File: src/sss_pkg.sv
// ----------------------------------------------------------------------------
// Stream string substitute package
// Shared types and constants: payload structs, configuration view, the
// command that travels from the match front end to the output sequencer.
// ----------------------------------------------------------------------------
package sss_pkg;

    localparam int PAT_MAX    = 16;
    localparam int LEN_W      = 5;
    localparam int CFG_IDX_W  = 3;
    localparam int CFG_DATA_W = 64;
    localparam int CMD_DEPTH  = 4;

    typedef enum logic [CFG_IDX_W-1:0] {
        CFG_PAT_LO  = 3'd0,
        CFG_PAT_HI  = 3'd1,
        CFG_PAT_LEN = 3'd2,
        CFG_REP_LO  = 3'd3,
        CFG_REP_HI  = 3'd4,
        CFG_REP_LEN = 3'd5
    } t_cfg_idx;

    typedef logic [7:0] t_byte;

    typedef struct packed {
        logic [7:0] in_byte;
        logic       in_stream_end;
    } t_in_item;

    typedef struct packed {
        logic [7:0] out_byte;
        logic       out_from_replacement;
        logic       out_run_last;
        logic       out_stream_end;
    } t_out_item;

    typedef struct packed {
        t_byte [PAT_MAX-1:0] pat;
        logic [LEN_W-1:0]    plen;
        logic                plen_wr;
        t_byte [PAT_MAX-1:0] rep;
        logic [LEN_W-1:0]    rlen;
    } t_cfg;

    typedef struct packed {
        logic                lead_repl;
        t_byte               pass_byte;
        logic [LEN_W-1:0]    lead_cnt;
        logic [LEN_W-1:0]    flush_cnt;
        t_byte [PAT_MAX-1:0] flush;
        logic                stream_end;
    } t_cmd;

endpackage

File: src/sss_cfg.sv
// ----------------------------------------------------------------------------
// Configuration registers
// Holds pattern and replacement registers and presents their clamped lengths.
// ----------------------------------------------------------------------------
module sss_cfg #(
    parameter int MAX_PATTERN_BYTES = 16
) (
    input  logic                           i_clk,
    input  logic                           i_rst_n,
    input  logic                           i_cfg_we,
    input  logic [sss_pkg::CFG_IDX_W-1:0]  i_cfg_idx,
    input  logic [sss_pkg::CFG_DATA_W-1:0] i_cfg_data,
    output sss_pkg::t_cfg                  o_cfg
);
    import sss_pkg::*;

    localparam logic [LEN_W-1:0] MAX_LEN = LEN_W'(MAX_PATTERN_BYTES);

    logic [CFG_DATA_W-1:0] r_pat_lo, r_pat_hi, r_rep_lo, r_rep_hi;
    logic [LEN_W-1:0]      r_plen, r_rlen;

    always_ff @(posedge i_clk) begin
        if (!i_rst_n) begin
            r_pat_lo <= '0;
            r_pat_hi <= '0;
            r_plen   <= LEN_W'(1);
            r_rep_lo <= '0;
            r_rep_hi <= '0;
            r_rlen   <= '0;
        end else if (i_cfg_we) begin
            unique case (t_cfg_idx'(i_cfg_idx))
                CFG_PAT_LO:  r_pat_lo <= i_cfg_data;
                CFG_PAT_HI:  r_pat_hi <= i_cfg_data;
                CFG_PAT_LEN: r_plen   <= i_cfg_data[LEN_W-1:0];
                CFG_REP_LO:  r_rep_lo <= i_cfg_data;
                CFG_REP_HI:  r_rep_hi <= i_cfg_data;
                CFG_REP_LEN: r_rlen   <= i_cfg_data[LEN_W-1:0];
                default: begin
                end
            endcase
        end
    end

    always_comb begin
        o_cfg.pat = {r_pat_hi, r_pat_lo};
        o_cfg.rep = {r_rep_hi, r_rep_lo};
        if (r_plen == '0) begin
            o_cfg.plen = LEN_W'(1);
        end else if (r_plen > MAX_LEN) begin
            o_cfg.plen = MAX_LEN;
        end else begin
            o_cfg.plen = r_plen;
        end
        o_cfg.rlen    = (r_rlen > MAX_LEN) ? MAX_LEN : r_rlen;
        o_cfg.plen_wr = i_cfg_we && (t_cfg_idx'(i_cfg_idx) == CFG_PAT_LEN);
    end

endmodule

File: src/sss_front.sv
// ----------------------------------------------------------------------------
// Match front end
// Keeps the match window, compares it with the pattern and turns each
// accepted byte that causes output into one output command.
// ----------------------------------------------------------------------------
module sss_front #(
    parameter int MAX_PATTERN_BYTES = 16
) (
    input  logic              i_clk,
    input  logic              i_rst_n,
    input  sss_pkg::t_cfg     i_cfg,
    input  logic              i_accept,
    input  sss_pkg::t_in_item i_item,
    output sss_pkg::t_cmd     o_cmd,
    output logic              o_cmd_valid
);
    import sss_pkg::*;

    t_byte            r_win [MAX_PATTERN_BYTES];
    t_byte            n_win [MAX_PATTERN_BYTES];
    logic [LEN_W-1:0] r_fill, n_fill;

    t_byte            w_app [MAX_PATTERN_BYTES];
    t_byte            w_sh  [MAX_PATTERN_BYTES];
    logic [LEN_W-1:0] fill_app, rem_cnt;
    logic             win_full, hit;

    always_comb begin
        fill_app = r_fill + LEN_W'(1);
        for (int i = 0; i < MAX_PATTERN_BYTES; i++) begin
            w_app[i] = (r_fill == LEN_W'(i)) ? i_item.in_byte : r_win[i];
        end
        for (int i = 0; i < MAX_PATTERN_BYTES - 1; i++) begin
            w_sh[i] = w_app[i+1];
        end
        w_sh[MAX_PATTERN_BYTES-1] = w_app[MAX_PATTERN_BYTES-1];

        win_full = (fill_app == i_cfg.plen);
        hit      = win_full;
        for (int i = 0; i < MAX_PATTERN_BYTES; i++) begin
            if ((LEN_W'(i) < i_cfg.plen) && (w_app[i] != i_cfg.pat[i])) begin
                hit = 1'b0;
            end
        end

        o_cmd.lead_repl  = 1'b0;
        o_cmd.pass_byte  = w_app[0];
        o_cmd.lead_cnt   = '0;
        o_cmd.stream_end = i_item.in_stream_end;
        n_win            = w_app;
        rem_cnt          = fill_app;
        if (win_full && hit) begin
            o_cmd.lead_repl = 1'b1;
            o_cmd.lead_cnt  = i_cfg.rlen;
            rem_cnt         = '0;
        end else if (win_full) begin
            o_cmd.lead_cnt = LEN_W'(1);
            n_win          = w_sh;
            rem_cnt        = fill_app - LEN_W'(1);
        end

        o_cmd.flush = '0;
        for (int i = 0; i < MAX_PATTERN_BYTES; i++) begin
            o_cmd.flush[i] = n_win[i];
        end
        if (i_item.in_stream_end) begin
            o_cmd.flush_cnt = rem_cnt;
            n_fill          = '0;
        end else begin
            o_cmd.flush_cnt = '0;
            n_fill          = rem_cnt;
        end

        o_cmd_valid = i_accept && ((o_cmd.lead_cnt != '0) || (o_cmd.flush_cnt != '0));
    end

    always_ff @(posedge i_clk) begin
        if (!i_rst_n) begin
            r_fill <= '0;
        end else if (i_cfg.plen_wr) begin
            r_fill <= '0;
        end else if (i_accept) begin
            r_fill <= n_fill;
        end
    end

    always_ff @(posedge i_clk) begin
        if (i_accept) begin
            r_win <= n_win;
        end
    end

`ifndef SYNTHESIS
    a_fill_below_len: assert property (@(posedge i_clk) disable iff (!i_rst_n)
        r_fill < i_cfg.plen)
        else $error("match window holds a full pattern between requests");
`endif

endmodule

File: src/sss_cmd_fifo.sv
// ----------------------------------------------------------------------------
// Command queue
// Short register queue that decouples the match front end from the output
// sequencer.
// ----------------------------------------------------------------------------
module sss_cmd_fifo (
    input  logic          i_clk,
    input  logic          i_rst_n,
    input  logic          i_wr,
    input  sss_pkg::t_cmd i_cmd,
    output logic          o_full,
    output logic          o_valid,
    output sss_pkg::t_cmd o_cmd,
    input  logic          i_rd
);
    import sss_pkg::*;

    localparam int PW = $clog2(CMD_DEPTH);

    t_cmd          r_mem [CMD_DEPTH];
    logic [PW-1:0] r_wp, r_rp;
    logic [PW:0]   r_count;

    assign o_full  = (r_count == (PW+1)'(CMD_DEPTH));
    assign o_valid = (r_count != '0);
    assign o_cmd   = r_mem[r_rp];

    always_ff @(posedge i_clk) begin
        if (!i_rst_n) begin
            r_wp    <= '0;
            r_rp    <= '0;
            r_count <= '0;
        end else begin
            if (i_wr) begin
                r_wp <= r_wp + PW'(1);
            end
            if (i_rd) begin
                r_rp <= r_rp + PW'(1);
            end
            if (i_wr && !i_rd) begin
                r_count <= r_count + (PW+1)'(1);
            end else if (!i_wr && i_rd) begin
                r_count <= r_count - (PW+1)'(1);
            end
        end
    end

    always_ff @(posedge i_clk) begin
        if (i_wr) begin
            r_mem[r_wp] <= i_cmd;
        end
    end

`ifndef SYNTHESIS
    a_no_overflow: assert property (@(posedge i_clk) disable iff (!i_rst_n)
        (i_wr |-> !o_full) and (i_rd |-> o_valid))
        else $error("command queue written while full or read while empty");
`endif

endmodule

File: src/sss_back.sv
// ----------------------------------------------------------------------------
// Output sequencer
// Expands each command into its result bytes, writing them into the output
// register one per cycle while it is empty or being popped.
// ----------------------------------------------------------------------------
module sss_back (
    input  logic               i_clk,
    input  logic               i_rst_n,
    input  sss_pkg::t_cfg      i_cfg,
    input  logic               i_cmd_valid,
    input  sss_pkg::t_cmd      i_cmd,
    output logic               o_cmd_rd,
    output logic               o_empty,
    input  logic               i_pop,
    output sss_pkg::t_out_item o_result
);
    import sss_pkg::*;

    localparam int BI_W = $clog2(PAT_MAX);

    logic [LEN_W-1:0] r_pos, n_pos;
    logic             r_out_valid, n_out_valid;
    t_out_item        r_out, n_out;

    logic [LEN_W:0]   total;
    logic [LEN_W-1:0] fidx;
    logic             last, fire;

    always_comb begin
        total = {1'b0, i_cmd.lead_cnt} + {1'b0, i_cmd.flush_cnt};
        last  = ({1'b0, r_pos} == (total - (LEN_W+1)'(1)));
        fidx  = r_pos - i_cmd.lead_cnt;
        fire  = i_cmd_valid && (!r_out_valid || i_pop);

        n_out.out_run_last   = last;
        n_out.out_stream_end = last && i_cmd.stream_end;
        if (r_pos < i_cmd.lead_cnt) begin
            n_out.out_from_replacement = i_cmd.lead_repl;
            n_out.out_byte = i_cmd.lead_repl ? i_cfg.rep[r_pos[BI_W-1:0]] : i_cmd.pass_byte;
        end else begin
            n_out.out_from_replacement = 1'b0;
            n_out.out_byte             = i_cmd.flush[fidx[BI_W-1:0]];
        end

        n_pos       = r_pos;
        n_out_valid = r_out_valid && !i_pop;
        if (fire) begin
            n_pos       = last ? '0 : r_pos + LEN_W'(1);
            n_out_valid = 1'b1;
        end
    end

    assign o_cmd_rd = fire && last;
    assign o_empty  = !r_out_valid;
    assign o_result = r_out;

    always_ff @(posedge i_clk) begin
        if (!i_rst_n) begin
            r_pos       <= '0;
            r_out_valid <= 1'b0;
        end else begin
            r_pos       <= n_pos;
            r_out_valid <= n_out_valid;
        end
    end

    always_ff @(posedge i_clk) begin
        if (fire) begin
            r_out <= n_out;
        end
    end

`ifndef SYNTHESIS
    a_pos_in_cmd: assert property (@(posedge i_clk) disable iff (!i_rst_n)
        i_cmd_valid |-> ({1'b0, r_pos} < total))
        else $error("sequencer position runs past the current command");
    a_end_is_last: assert property (@(posedge i_clk) disable iff (!i_rst_n)
        (r_out_valid && r_out.out_stream_end) |-> r_out.out_run_last)
        else $error("stream end shown on a result that does not close its run");
    a_pos_restart: assert property (@(posedge i_clk) disable iff (!i_rst_n)
        o_cmd_rd |=> (r_pos == '0))
        else $error("sequencer does not restart after finishing a command");
`endif

endmodule

File: src/stream_string_substitute_top.sv
// ----------------------------------------------------------------------------
// Stream string substitute
// Replaces non-overlapping occurrences of a configured byte pattern in a
// byte stream with a configured replacement, flushing held bytes at stream
// end.
//
// Channel    Direction  Handshake         Payload
// input      in         push / full       i_item   (t_in_item)
// result     out        pop / empty       o_result (t_out_item)
// config     in         i_cfg_we          i_cfg_idx, i_cfg_data
//
// A byte that causes at most one result is taken every cycle while the command queue is not full.
// A request causes one result for a passed byte, R for a match with an R-byte
// replacement, plus one per held byte flushed at stream end; the sequencer
// writes them one at a time and a four-entry command queue absorbs the difference.
// The first result of a request passes through the command queue and the output
// register before it reaches the result ports.
// Reset is synchronous; the window needs no clearing.
// ----------------------------------------------------------------------------
module stream_string_substitute_top #(
    parameter int MAX_PATTERN_BYTES = 16
) (
    input  logic                           i_clk,
    input  logic                           i_rst_n,
    input  logic                           i_cfg_we,
    input  logic [sss_pkg::CFG_IDX_W-1:0]  i_cfg_idx,
    input  logic [sss_pkg::CFG_DATA_W-1:0] i_cfg_data,
    input  logic                           push,
    output logic                           full,
    input  sss_pkg::t_in_item              i_item,
    output logic                           empty,
    input  logic                           pop,
    output sss_pkg::t_out_item             o_result
);
    import sss_pkg::*;

    t_cfg cfg;
    t_cmd front_cmd, fifo_cmd;
    logic accept, front_valid, fifo_valid, fifo_rd;

    assign accept = push && !full;

    sss_cfg #(
        .MAX_PATTERN_BYTES(MAX_PATTERN_BYTES)
    ) u_cfg (
        .i_clk      (i_clk),
        .i_rst_n    (i_rst_n),
        .i_cfg_we   (i_cfg_we),
        .i_cfg_idx  (i_cfg_idx),
        .i_cfg_data (i_cfg_data),
        .o_cfg      (cfg)
    );

    sss_front #(
        .MAX_PATTERN_BYTES(MAX_PATTERN_BYTES)
    ) u_front (
        .i_clk       (i_clk),
        .i_rst_n     (i_rst_n),
        .i_cfg       (cfg),
        .i_accept    (accept),
        .i_item      (i_item),
        .o_cmd       (front_cmd),
        .o_cmd_valid (front_valid)
    );

    sss_cmd_fifo u_fifo (
        .i_clk   (i_clk),
        .i_rst_n (i_rst_n),
        .i_wr    (front_valid),
        .i_cmd   (front_cmd),
        .o_full  (full),
        .o_valid (fifo_valid),
        .o_cmd   (fifo_cmd),
        .i_rd    (fifo_rd)
    );

    sss_back u_back (
        .i_clk       (i_clk),
        .i_rst_n     (i_rst_n),
        .i_cfg       (cfg),
        .i_cmd_valid (fifo_valid),
        .i_cmd       (fifo_cmd),
        .o_cmd_rd    (fifo_rd),
        .o_empty     (empty),
        .i_pop       (pop),
        .o_result    (o_result)
    );

endmodule

File: config.mk
export PLATFORM = sky130hd
export DESIGN_NAME = stream_string_substitute_top
export DESIGN_NICKNAME = d
export VERILOG_FILES = /design/src/sss_pkg.sv /design/src/sss_cfg.sv /design/src/sss_front.sv /design/src/sss_cmd_fifo.sv /design/src/sss_back.sv /design/src/stream_string_substitute_top.sv
export SDC_FILE = /design/constraint.sdc
export NUM_CORES = 2
export LEC_CHECK = 0
export BUFFER_PORTS_ARGS = -buffer_cell sky130_fd_sc_hd__buf_2
export CORE_MARGIN = 1.5
export CORE_UTILIZATION = 50
export DETAILED_ROUTE_END_ITERATION = 10
export PLACE_DENSITY = 0.66
export SLEW_MARGIN = 20
export SYNTH_ARGS = -nofsm -noshare
export SYNTH_HDL_FRONTEND = slang
export SYNTH_HIERARCHICAL = 1
export SYNTH_SLANG_ARGS = --single-unit
File: constraint.sdc
create_clock -name i_clk -period 10.65 [get_ports i_clk]
set_input_delay 1.065 -clock i_clk [delete_from_list [all_inputs] [get_ports i_clk]]
set_output_delay 1.065 -clock i_clk [all_outputs]
set_load 0.005 [all_outputs]
; ---- Word level (Yosys, flattened, before mapping)
; Memories as Yosys holds them, arrays and structs flattened. A register that Yosys moved wholly into a read port is not among the register bits.
; Cells that the tools add are included.
; Widths: inputs -> output; s select.
[word_totals]
mem_count = 1
mem_bits_rw = 592
word_cells = 209
input_bits = 81
reg_bits = 423
out_inout_bits = 13
[classes]
addsub = 10
n_mux = 58
n_reduce_logical = 47
bitwise_logic = 1
n_eq_ne = 39
n_lt_le_gt_ge = 21
[mem_list]
columns = name, depth, word_bits, read_ports, rd_clocked_by_memory_dff, write_ports, line
row1 = u_fifo.r_mem, 4, 148, 1, 1, 1, sss_cmd_fifo.sv:20  ; t_cmd r_mem [CMD_DEPTH];
[ops]
columns = op, n
row1 = $mux 128, 2
row2 = $mux 8, 19
row3 = $ne 8x8->1, 16
row4 = $bmux 8 s4, 2
row5 = $mux 5, 9
row6 = $eq 5x4->1 const B, 8
row7 = $lt 4x5->1 const A, 8
row8 = $logic_and 1x1->1, 26
row9 = $mux 1, 21
row10 = $eq 5x3->1 const B, 4
row11 = $lt 3x5->1 const A, 4
row12 = $reduce_and 2->1, 6
row13 = $add 5x1->5 const B, 2
row14 = $eq 5x2->1 const B, 2
row15 = $gt 5x5->1 const B, 2
row16 = $logic_not 5->1, 2
row17 = $lt 1x5->1 const A, 2
row18 = $lt 2x5->1 const A, 2
row19 = $lt 4x5->1 const B, 2
row20 = $reduce_bool 5->1, 2
row21 = $eq 3x3->1 const B, 3
row22 = $mux 9, 1
row23 = $add 5x5->6, 1
row24 = $eq 3x2->1 const B, 2
row25 = 20 further kinds, 28

; ---- Longest topological paths before layout
[logic_depth]
ltp_word = 31
depth_mapped = 23
ltp_nobuf = 19

; ---- Hierarchy
; Netlist, hierarchy kept.
[modules_own_cells]
columns = mod, cells_per_inst, instances, area_per_inst_um2, seq_area_each_um2
row1 = sss_cmd_fifo, 816, 1, 21921.0, 17957.2
row2 = sss_front, 1149, 1, 11048.1, 3943.8
row3 = sss_cfg, 948, 1, 9773.1, 5325.1
row4 = sss_back, 293, 1, 3423.3, 450.4
row5 = stream_string_substitute_top, 1, 1, 13.8, 0.0

; ---- Worst setup path before layout
; Ideal clock, no wire load.
[synth_path]
kind = input to register
start = input port i_item[8] (netlist name)
end = memory u_fifo/r_mem[0][0] (netlist name), enable pin
slack_ns = 3.097
arrival_ns = 7.028
n_path_buf = 4
cell_stages = 15
cell_sequence = clkbuf_1 clkbuf_1 buf_1 nor2_1 o221ai_1 nand2_1 o21ai_0 o32ai_1 o211a_1 nand4_4 o21ai_4 buf_4 a211oi_1 o31a_1 and2_1
[synth_lines]
columns = element, line
row1 = "start, declared", stream_string_substitute_top.sv:30  ; input sss_pkg::t_in_item i_item,
row2 = "end, declared", sss_cmd_fifo.sv:20

==> results.md <==
* Deepest clock path buffer count at 3
* Die Y at 307 µm
* Number of synthesized flops with an enable pin at 731
* Avg WL per Cell at 29.9 µm
* Via/cell ratio at 6.40
* Initial antenna violation count at 5
* Core area at 0.0915 mm²
* CTS clock-pin slew for the worst setup and hold paths at 60 ps
* Final setup TNS at 0 ps
* CP Data Arrival Time at 6650 ps
* Most common library cell in the layout ignoring fill and taps: edfxtp_1
* Net Switching at 4.21 mW
* RSZ-0062 raised after global routing: no
* Post-synth top area share at 0.475
* Cell internal pwr at 8.82 mW
* Initial Utilization at 0.505
* Yosys cell types at 100
* # rows at 111
* Num CTS Buffers at 100
* Pwr dens at 257 mW/mm²
* Async set-reset flop share out of synthesis at 0
* GRT Util Overall at 0.285
* Top cells by area, synth: edfxtp_1 48%, dfxtp_1 12%, mux4_2 9.9%
* Syn Nets at 3316
* First drt pass iteration count at 6
* Final net count at 3343
* Yosys warnings at 6
* Main synth FF type: edfxtp_1
* Final wirelength at 135000 µm
* Number of global-route vias before repair at 27800
* Part of the power in combinational logic at 0.270
* CTS Hold Bufs at 0
* CTS tree: built
* Fillers at 7179
* Crit Path Max Fanout at 148
* Detail Placement HPWL at 91900 µm
* Commonest non-fill, non-tap cells in the layout: 731 x edfxtp_1, 413 x nand2_1, 323 x mux2i_1
* Setup CP Type: flip-flop to flip-flop
* Sequential share of the synthesized area at 0.599
* Highest Clock Rate at 154 MHz
* Relative slew slack at 0.130
* Final hold slack at 459 ps
* Status: complete, no violations
* Largest net degree at the start of global routing at 196
* Area Overhead vs Synth at 9.92%
* GP Congestion at 0.961
* Worst min-delay path class: flip-flop to flip-flop
* Final Slew Violations at 0
* Post CTS Setup Buffer Count at 0
* Share of power burned in registers at 0.450
* Max-cap violation count at 0
* ANT nets after route at 0
* Peak VDD IR at 0.243 mV
* Worst-margin pin slew at 1300 ps
* Final setup fails at 0
* Clk_skew at 87.8 ps
* Clock Sinks at 1017
* Port buffer count at 93
* Yosys reg bits at 1017
* Period utilisation layout at 0.609
* Layout cells sized above 1 at 0.194
* # IOs at 94
* Minimum clock period at 6490 ps
* Grt total ovfl at 0
* Net Sw Frac at 0.323
* Cell Area, Synth at 0.0462 mm²
* Synth Instances at 3207
* First-pass GRT wire length at 194000 µm
* Vias at 28900
* Critical Path RT at 10820 ps
* PostCTS Resize Cnt at 0
* # H-tree levels at 3
* Drt drc at 0
* Die W at 307 µm
* Final hold vios at 0
* Leakage power at 18.0 nW
* CP Capture Type: flip-flop
* Critical path startpoint category: flip-flop
* Syn_area_per_cell at 14.4 µm²
* Initial DRC Count at 3417
* Clock power share at 0.281
* Largest area contributor in the netlist: edfxtp_1
* Root Driver: clkbuf_16
* DIE AREA at 0.0942 mm²
* Worst skew pair latency at 740 ps
[layout make-up]
| class | instances | area [µm²] | share of cell area |
|---|---|---|---|
| repair buffers | 141 | 922 | 0.0182 |
| clock buffers | 129 | 2770 | 0.0545 |
| clock inverters | 57 | 706 | 0.0139 |
| inverters | 129 | 484 | 0.00954 |
| well taps | 1186 | 1480 | 0.0292 |
| diodes | 2 | 5.00 | 0.0000986 |
| flip-flops and latches | 1017 | 27700 | 0.545 |
| multi-input cells | 1845 | 16700 | 0.329 |
[power by group through the flow]
stage	Combinational [mW]	Clock, mW	Sequential [mW]
2_1_floorplan	2.32	0	5.70
3_3_place_gp	3.45	0	5.87
3_5_place_dp	3.51	0	5.90
4_1_cts	3.52	3.71	5.83
5_1_grt	3.73	3.87	5.89
6_report	3.51	3.66	5.86
[routing by layer]
metal  up-vias  track usage  routed length, µm
met5         -            0                  0
met4         0       0.0859               3770
met3       161       0.0547              13000
met2      1506        0.430              61100
met1     14800        0.420              56800
li1      12400            -                  -
[metrics by stage]
step | power, mW | instance area (µm²) | std cells | util | worst slack [ps]
4_1_cts | 13.1 | 50700 | 4503 | 0.554 | 4310
2_1_floorplan | 8.02 | 46200 | 3207 | - | 3100
6_report | 13.0 | 50800 | 4506 | 0.555 | 4160
3_5_place_dp | 9.41 | 47200 | 4317 | 0.516 | 4200
3_3_place_gp | 9.32 | 47200 | 4317 | 0.516 | 4180
5_1_grt | 13.5 | 50800 | 4506 | 0.555 | 4010
[kinds of logic (layout without fill, tap and decap cells)]
kind of cell               count (synthesis)  in the layout  share of synthesized area
AOI/OAI and AO/OA                        366            366                     0.0672
adders and majority gates                 28             28                    0.00807
and+or+nand+nor                          783            783                     0.0837
muxes                                    548            548                      0.178
buffers and inverters                    345            456                     0.0407
other                                      0              2                          0
DFF                                     1017           1017                      0.599
xor gates and xnor gates                 120            120                     0.0229
[synthesized netlist by cell type, types with 24 or more instances]
library cell / n
o22ai_1: 34
nor2_1: 62
xor2_1: 48
nor2b_1: 34
nand2_1: 413
clkbuf_1: 91
edfxtp_1: 731
buf_2: 56
a2111oi_0: 24
nor3_1: 24
nand3_1: 34
mux2i_1: 323
a21oi_1: 56
ha_1: 25
or3_1: 71
dfxtp_1: 286
inv_1: 124
xnor2_1: 71
mux4_2: 203
o221a_2: 81
[worst paths after layout]
check,start,endpoint,slack [ps],depth (start not counted)
setup reg to reg,u_front/r_fill[2],u_fifo/r_mem[1][39],4160,12
hold reg to reg,u_cfg/r_rep_hi[18],u_cfg/r_rep_hi[18],460,2
hold / removal,u_cfg/r_rep_hi[18],u_cfg/r_rep_hi[18],460,2
setup / recovery,u_front/r_fill[2],u_fifo/r_mem[1][39],4160,12
[sequential cells by signal, indices dropped and copies added, names as in the netlist, 3 cells and up, named ones only]
name	count
u_cfg/r_pat_lo	64
u_fifo/r_count	3
u_fifo/r_mem	592
u_front/r_win	128
u_cfg/r_rep_lo	64
u_back/o_result	11
u_cfg/r_plen	5
u_cfg/r_rlen	5
u_cfg/r_rep_hi	64
u_front/r_fill	5
u_cfg/r_pat_hi	64
u_back/r_pos	5
[worst max-delay path, cell delays in order (launching register included)]
cell and delay [ps]:
dfxtp_1 1070, nand4b_1 870, nor2_1 300, a21oi_1 80, xnor2_1 170, a2111oi_0 1040
nand4b_1 240, o311a_1 330, o211a_1 270, o21a_1 250, o31a_1 460, and2_4 200
buf_12 210
Power figures use the tool's default switching activity.
